[config.mk]
export PLATFORM = sky130hd
export DESIGN_NAME = kts_front
export DESIGN_NICKNAME = d
export VERILOG_FILES = /design/src/sv/kts_pkg.sv /design/src/sv/kts_front.sv
export SDC_FILE = /design/constraint.sdc
export NUM_CORES = 1
export LEC_CHECK = 0
export ABC_CLOCK_PERIOD_IN_PS = 22200
export BUFFER_PORTS_ARGS = -buffer_cell sky130_fd_sc_hd__buf_2
export CAP_MARGIN = 25
export CORE_AREA = 2 2 251 253
export DETAILED_ROUTE_END_ITERATION = 10
export DIE_AREA = 0 0 253 255
export PLACE_DENSITY = 0.6
export SYNTH_ARGS = -nofsm -noshare
export SYNTH_HDL_FRONTEND = slang
export SYNTH_SLANG_ARGS = --single-unit
[constraint.sdc]
create_clock -name i_clk -period 22.2 [get_ports i_clk]
set_input_delay 5.55 -clock i_clk [delete_from_list [all_inputs] [get_ports i_clk]]
set_output_delay 5.55 -clock i_clk [all_outputs]
set_load 0.005 [all_outputs]
[src/sv/kts_pkg.sv]
package kts_pkg;

    localparam int MAX_KEYS_DEF = 16;
    localparam int NCOMP        = 9;
    localparam int COMP_W       = 32;
    localparam int ROW_W        = NCOMP * COMP_W;

    localparam logic OP_INSERT = 1'b0;
    localparam logic OP_SAMPLE = 1'b1;

    localparam logic [1:0] ST_SAMPLED = 2'd0;
    localparam logic [1:0] ST_EMPTY   = 2'd1;
    localparam logic [1:0] ST_STORED  = 2'd2;
    localparam logic [1:0] ST_DROPPED = 2'd3;

    localparam logic [31:0] ONE_Q16 = 32'h0001_0000;

    typedef logic [ROW_W-1:0] t_row;

    typedef struct packed {
        logic               operation;
        logic signed [31:0] time_point;
        logic               wrap_mode;
        logic signed [31:0] pos_x;
        logic signed [31:0] pos_y;
        logic signed [31:0] pos_z;
        logic signed [31:0] rot_x;
        logic signed [31:0] rot_y;
        logic signed [31:0] rot_z;
        logic signed [31:0] scl_x;
        logic signed [31:0] scl_y;
        logic signed [31:0] scl_z;
    } t_kts_in;

    typedef struct packed {
        logic [1:0]         status;
        logic signed [31:0] out_pos_x;
        logic signed [31:0] out_pos_y;
        logic signed [31:0] out_pos_z;
        logic signed [31:0] out_rot_x;
        logic signed [31:0] out_rot_y;
        logic signed [31:0] out_rot_z;
        logic signed [31:0] out_scl_x;
        logic signed [31:0] out_scl_y;
        logic signed [31:0] out_scl_z;
    } t_kts_out;

    // component j sits at bits [32*j +: 32], position x lowest
    function automatic t_row item_row(input t_kts_in it);
        item_row = {it.scl_z, it.scl_y, it.scl_x, it.rot_z, it.rot_y, it.rot_x,
                    it.pos_z, it.pos_y, it.pos_x};
    endfunction

    function automatic t_kts_out make_out(input logic [1:0] st, input t_row row);
        t_kts_out o;
        o.status    = st;
        o.out_pos_x = row[0*COMP_W +: COMP_W];
        o.out_pos_y = row[1*COMP_W +: COMP_W];
        o.out_pos_z = row[2*COMP_W +: COMP_W];
        o.out_rot_x = row[3*COMP_W +: COMP_W];
        o.out_rot_y = row[4*COMP_W +: COMP_W];
        o.out_rot_z = row[5*COMP_W +: COMP_W];
        o.out_scl_x = row[6*COMP_W +: COMP_W];
        o.out_scl_y = row[7*COMP_W +: COMP_W];
        o.out_scl_z = row[8*COMP_W +: COMP_W];
        return o;
    endfunction

endpackage

[src/sv/kts_front.sv]
module kts_front
    import kts_pkg::*;
(
    input  logic    i_clk,
    input  logic    i_rst_n,
    input  logic    i_valid,
    output logic    o_ready,
    input  t_kts_in i_data,
    output logic    o_valid,
    input  logic    i_pop,
    output t_kts_in o_data,
    output logic    o_is_sample
);

    // two-entry transaction queue
    t_kts_in    r_q [2];
    logic       r_wp;
    logic       r_rp;
    logic [1:0] r_cnt;
    logic       w_push;
    logic       w_pop;

    assign o_ready     = (r_cnt != 2'd2);
    assign o_valid     = (r_cnt != 2'd0);
    assign o_data      = r_q[r_rp];
    assign o_is_sample = (r_q[r_rp].operation == OP_SAMPLE);
    assign w_push      = i_valid && o_ready;
    assign w_pop       = i_pop && o_valid;

    always_ff @(posedge i_clk) begin
        if (w_push) begin
            r_q[r_wp] <= i_data;
        end
    end

    always_ff @(posedge i_clk) begin
        if (!i_rst_n) begin
            r_wp  <= 1'b0;
            r_rp  <= 1'b0;
            r_cnt <= 2'd0;
        end else begin
            if (w_push) begin
                r_wp <= ~r_wp;
            end
            if (w_pop) begin
                r_rp <= ~r_rp;
            end
            r_cnt <= r_cnt + 2'(w_push) - 2'(w_pop);
        end
    end

endmodule

Word-level counts from Yosys, hierarchy flattened
Memory sizes are Yosys's and may differ from the RTL's. A register that Yosys moved wholly into a read port is not among the register bits. Index checks and enable logic that the tools add are counted.

Bits in registers: 4. Memory bits (writable): 644. Output and inout bits: 325. Memories kept: 1.

Memory list: r_q (words 2, width 322, read ports 1, clocked after Yosys merged registers in 1, wr ports 1, RTL line kts_front.sv:16) `t_kts_in r_q [2];`.

Add/sub/neg operators: 2. Equal/unequal tests: 1. Muxes and demuxes: 4. Bitwise operators: 2. Reduce and logical (&&, ||, !) cells: 3.

Operator list (number): two-way mux 1 bit (4); adder 2 x 1 -> 2 bit (1); logical AND 1 bit (2); != test 2 bit (second input constant) (1); NOT 1 bit (2); nonzero test 2 bit (1); subtractor 2 x 1 -> 2 bit (1).

Depth between registers and ports, before layout
Gate-level depths: netlist of run 1.

Word-level depth: 4. Depth in mapped cells: 8.

Worst setup path before layout of run 1
Ideal clock, no wire load.

Path type: input to register. From: input port i_valid. To: memory r_q[0][0] (netlist name) (enable). Setup time: 1012 ps. Arrival time: 18973 ps. Required time: 21188 ps. Slack: 2215 ps. Stages: 2. Path through: nand2_1 > nor2_1.

Word-level cells in the longest chain between the ends: 3.

RTL lines: from (decl) (RTL line kts_front.sv:6) `input logic i_valid,`; logical AND 1 bit (RTL line kts_front.sv:27) `assign w_push = i_valid && o_ready;`; two-way mux 1 bit (RTL line kts_front.sv:31) `if (w_push) begin`; two-way mux 1 bit (implied by the code) (RTL line kts_front.sv:32) `r_q[r_wp] <= i_data;`; to (decl) (RTL line kts_front.sv:16).

No other way between the ends.

==> results of run 1 <==
==> layer usage <==
metal	track usage	wire length, um	up-vias	share of wire
li1	-	-	5529	-
met1	0.171	19800	6033	0.36
met2	0.285	29300	413	0.53
met3	0.0555	3900	124	0.071
met4	0.0786	2050	10	0.037
met5	0	67	-	0.0012
==> worst max-delay path, cell delays in order (launching register included) <==
cell and delay, ps:
dfxtp_4 670, buf_16 310, buf_4 770, buf_4 750, mux2_2 420, buf_2 130
==> registers in the layout, summed over array words and instances, names as in the netlist, named ones only <==
| register | count |
|---|---|
| r_cnt | 2 |
| r_wp | 1 |
| r_rp | 1 |
| r_q | 644 |
==> synth_stat cells <==
library cell / n
xnor2_1: 3
dfxtp_1: 5
mux2i_1: 1
buf_2: 5
buf_4: 1
mux2_2: 274
nor2_1: 1
nand2_1: 2
or2_2: 1
and3_1: 1
o21a_1: 1
and2_1: 2
nand2b_1: 2
buf_6: 31
mux2_4: 40
edfxtp_1: 644
nor2b_1: 2
inv_1: 1
mux2_1: 8
ha_1: 2
==> cell type report <==
class,count,area (sq um),share of cell area
sequential,649,19400,0.648
multi-input combinational,340,3920,0.131
timing repair buffer,664,3460,0.115
clock buffer,85,1810,0.0603
tap,799,1000,0.0333
clock inverter,38,315,0.0105
antenna,20,50.0,0.00167
inverter,1,3.75,0.000125
==> path summary, 6_finish.rpt <==
kind	slack (ps)	startpoint	cells past startpoint	to
worst max register to register	18900	r_cnt[0]	4	r_q[1][170]
worst min-delay path	540	r_wp	2	r_wp
worst min register to register	540	r_wp	2	r_wp
worst max-delay path	12900	register	5	o_data[174]
==> metrics by stage <==
step           setup slack (ps)  power [mW]  hold slack (ps)  std cells
5_1_grt                   12610        3.53              582       2594
3_3_place_gp              13190        2.32              516       2449
3_5_place_dp              13430        2.33              527       2450
4_1_cts                   12790        3.42              543       2573
2_1_floorplan              2220        2.11              455       1027
6_report                  12900        3.38              540       2596
==> report_power, final <==
group	total, mW	switching (mW)	internal [mW]
logic	0.715	0.363	0.353
clock network	1.08	0.452	0.627
registers	1.59	0.0443	1.54
total	3.38	0.859	2.52
==> cells in the final DEF, fill, tap and decap left out <==
| master | synthesis | layout |
|---|---|---|
| nor2_4 | 0 | 1 |
| mux2i_1 | 1 | 1 |
| ha_1 | 2 | 2 |
| clkinvlp_4 | 0 | 1 |
| buf_4 | 1 | 8 |
| edfxtp_1 | 644 | 644 |
| clkinv_8 | 0 | 3 |
| bufinv_16 | 0 | 4 |
| nor2b_1 | 2 | 2 |
| and3_4 | 0 | 1 |
| inv_1 | 1 | 1 |
| buf_16 | 0 | 4 |
| clkinv_2 | 0 | 13 |
| and2_1 | 2 | 2 |
| mux2_1 | 8 | 8 |
| dfxtp_1 | 5 | 4 |
| nand2_1 | 2 | 2 |
| buf_12 | 0 | 2 |
| nand2b_1 | 2 | 2 |
| clkinv_1 | 0 | 15 |
| dfxtp_4 | 0 | 1 |
| buf_2 | 5 | 650 |
| xnor2_1 | 3 | 3 |
| o21a_1 | 1 | 1 |
| or2_2 | 1 | 1 |
| mux2_2 | 274 | 274 |
| clkbuf_16 | 0 | 70 |
| mux2_4 | 40 | 40 |
| clkbuf_1 | 0 | 15 |
| inv_6 | 0 | 2 |
| diode_2 | 0 | 20 |
==> logic make-up after synthesis <==
kind of cell	after synthesis	synth area share
xor+xnor	3	0.00111
compound gates	1	0.000316
fa+ha+maj	2	0.00105
buf+inv	38	0.0162
mux	323	0.160
flops	649	0.819
simple gates	11	0.00258
==> impl_metrics.tcl, run 1 <==
set metrics [dict create \
    run_status "finished clean" \
    cts_tree "yes" \
    grtUsageTotal 0.161 \
    hold_violations 0 \
    relSlewSlack 0.116 \
    vdd_ir_drop_max_mv 0.0771 \
    htreeDepth 3 \
    antenna_found_initial 26 \
    synth_top_area_frac 0.815 \
    root_buffer "clkbuf_16" \
    critPathRequiredTime_ps 16650 \
    syn_area_sq_mm 0.0237 \
    die_h_um 255 \
    ant_nets 0 \
    cts_buffer_depth 3 \
    routed_wl_um 55000 \
    design.die.area_sq_mm 0.0645 \
    boundaryPins 651 \
    path_class "register to output port" \
    first_iter_violations 574 \
    hold_class "register to register" \
    clk_latency_ps 580 \
    setup_viol 0 \
    cts-buffers-inserted 69 \
    viasPerCell 4.66 \
    syn-num-nets 1355 \
    drc 0 \
    ys_warn_count 0 \
    slew_viol_final 0 \
    grt_overflow 0 \
    min_period_over_period 0.419 \
    layout.nets 2053 \
    yosys-top-cells-area "edfxtp_1 (81%), mux2_2 (13%), mux2_4 (2.5%)" \
    hpwl_um 38100 \
    seq_area_frac_synth 0.819 \
    post_cts_resized 0 \
    port_buffers 650 \
    drt_pass1_iterations 4 \
    row_count 92 \
    p_leak_nw 11.1 \
    syn_inst 1027 \
    yosys.area.top_type "edfxtp_1" \
    clk_pin_slew_ps 60 \
    clock_sinks 649 \
    cp-end-kind "output port" \
    syn_to_final_growth_pct 26.4 \
    postCtsHoldBufs 0 \
    cts_setup_buffers 0 \
    nFillCells 5333 \
    p_per_area_mw_per_mm2 113 \
    max_slew.worst_pin.slew_ps 1330 \
    grt_pass1_vias 12600 \
    clock.fmax_mhz 108 \
    postLayoutCellArea_sq_mm 0.0300 \
    wl_per_cell_um 21.2 \
    post-route-util 0.483 \
    postPlaceCellArea_sq_mm 0.0277 \
    ys_types 20 \
    cp_max_fo 66 \
    grt_setup_unrepaired "no" \
    syn_avg_cell_area_sq_um 23.1 \
    grt_pass1_wl_um 76600 \
    drive_gt1_frac 0.605 \
    vias 12100 \
    cp.arrival_ps 3750 \
    grt_max_degree 167 \
    min_period_ps 9300 \
    ys_ff_latch 649 \
    clock_skew_ps 19.6 \
    coreArea_sq_mm 0.0622 \
    worstSetupStartpointType "register" \
    setup_tns_ps 0 \
    die_w_um 253 \
    drv_cap 0 \
    start_util 0.382 \
    gp_congestion 0.804 \
]
No activity file was read; power rests on OpenSTA's default activity.
==> run 2: changes to the inputs <==
Settings changed: ABC_CLOCK_PERIOD_IN_PS 22200 to 7500, CORE_AREA 2 2 251 253 to 2 2 256 258, DIE_AREA 0 0 253 255 to 0 0 258 260.
Clock period 22.2 ns to 7.5 ns, I/O delays scaled along.
==> run 2 against run 1 <==
- setup slack lost 9800 ps
- core utilization is 1.4 points lower
- critical path depth fell by 2
- critical endpoint is now o_data[253]
- largest cell class unchanged
==> impl_metrics.tcl, run 2 (synthesized netlist as in run 1, its figures left out) <==
set metrics [dict create \
    worstSetupStartpointType "register" \
    cp.arrival_ps 2550 \
    p_leak_nw 11.1 \
    stdcell_count 2636 \
    drv_cap 0 \
    grt_overflow 0 \
    cts-buffers-inserted 69 \
    row_count 93 \
    reg2reg_from "r_cnt[0]" \
    min_to "r_wp" \
    critPathRequiredTime_ps 5620 \
    setup_viol 0 \
    largest_register_ffs 644 \
    wl_per_cell_um 20.9 \
    clk_latency_ps 610 \
    antenna_found_initial 18 \
    die_h_um 260 \
    dp.cells 2501 \
    vdd_ir_drop_max_mv 0.296 \
    drc 0 \
    ant_nets 0 \
    grt_max_degree 165 \
    p_per_area_mw_per_mm2 339 \
    layout_commonest_cell "buf_2" \
    cp_max_fo 163 \
    cts_setup_buffers 0 \
    grt_setup_unrepaired "no" \
    hold_class "register to register" \
    min_period_ps 4420 \
    clock_skew_ps 25.8 \
    nFillCells 5573 \
    grt_pass1_vias 12700 \
    start_util 0.370 \
    hpwl_um 37100 \
    run_status "finished clean" \
    drt_pass1_iterations 5 \
    gp_congestion 0.820 \
    setup_tns_ps 0 \
    r2r-end "r_q[0][253]" \
    rr_worst_depth 4 \
    coreArea_sq_mm 0.0641 \
    die_w_um 258 \
    clock_sinks 649 \
    drive_gt1_frac 0.604 \
    clock.fmax_mhz 226 \
    grtUsageTotal 0.156 \
    final_cell_mix "buf_2 (650), edfxtp_1 (644), mux2_2 (274)" \
    layout.nets 2045 \
    min_period_over_period 0.590 \
    postCtsHoldBufs 0 \
    port_buffers 650 \
    viasPerCell 4.58 \
    syn_to_final_growth_pct 26.8 \
    max_slew.worst_pin.slew_ps 1360 \
    root_buffer "clkbuf_16" \
    clk_pin_slew_ps 60 \
    hold_violations 0 \
    routed_wl_um 55000 \
    cp-end-kind "output port" \
    first_iter_violations 795 \
    htreeDepth 3 \
    vias 12100 \
    design.die.area_sq_mm 0.0671 \
    largest_register "r_q" \
    postLayoutCellArea_sq_mm 0.0301 \
    postPlaceCellArea_sq_mm 0.0278 \
    whs_path_depth 2 \
    worstHoldStart "r_wp" \
    cts_tree "yes" \
    grt_pass1_wl_um 78600 \
    reg_top3 "r_q x644, r_cnt x2" \
    cts_buffer_depth 3 \
    relSlewSlack 0.0934 \
    slew_viol_final 0 \
    path_class "register to output port" \
    r2r_setup_slack_ps 5400 \
    post_cts_resized 0 \
    boundaryPins 651 \
]
==> run 2: worst max-delay path by stage <==
stage	to	startpoint
2_1_floorplan	r_q[0][0]	i_valid
3_3_place_gp	o_data[221]	register
3_5_place_dp	o_data[253]	register
4_1_cts	o_data[253]	register
5_1_grt	o_data[298]	register
6_report	o_data[253]	register
==> run 2: report_power, final <==
group          switching, mW  total (mW)  leakage [nW]  internal [mW]
Sequential             0.104        4.67          6.06           4.57
Combinational           1.11        2.15          3.99           1.04
Clock                   1.36        3.38          1.09           2.02
Total                   2.57        10.2          11.1           7.63
==> run 2: cell type report <==
cell class / instances / area, sq um / share of cell area
inverters: 1 / 3.75 / 0.000125
multi-input cells: 340 / 3920 / 0.130
clock buffers: 92 / 1860 / 0.0617
flip-flops and latches: 649 / 19400 / 0.646
clock inverters: 31 / 385 / 0.0128
diodes: 12 / 30.0 / 0.000998
well taps: 855 / 1070 / 0.0356
repair buffers: 656 / 3370 / 0.112
==> run 2: critical path: stages (launching register included) <==
cell and delay (ps):
dfxtp_4 410, buf_12 470, mux2_2 440, buf_2 130
==> run 2: per-stage QoR <==
step / util / total power [mW] / hold slack, ps / worst slack (ps)
after floorplan: - / 6.07 / 488 / 286
after global placement: 0.434 / 6.89 / 510 / 3840
after detailed placement: 0.434 / 6.92 / 524 / 3790
after CTS: 0.469 / 10.3 / 530 / 3140
after global routing: 0.469 / 10.6 / 569 / 3050
final: 0.469 / 10.2 / 524 / 3080
==> run 2: per-layer routing <==
metal,GRT usage,up-vias,wire [um]
met1,0.171,6016,19700
li1,-,5512,-
met5,0,-,75
met2,0.276,414,29300
met4,0.0695,14,1600
met3,0.0509,112,4320
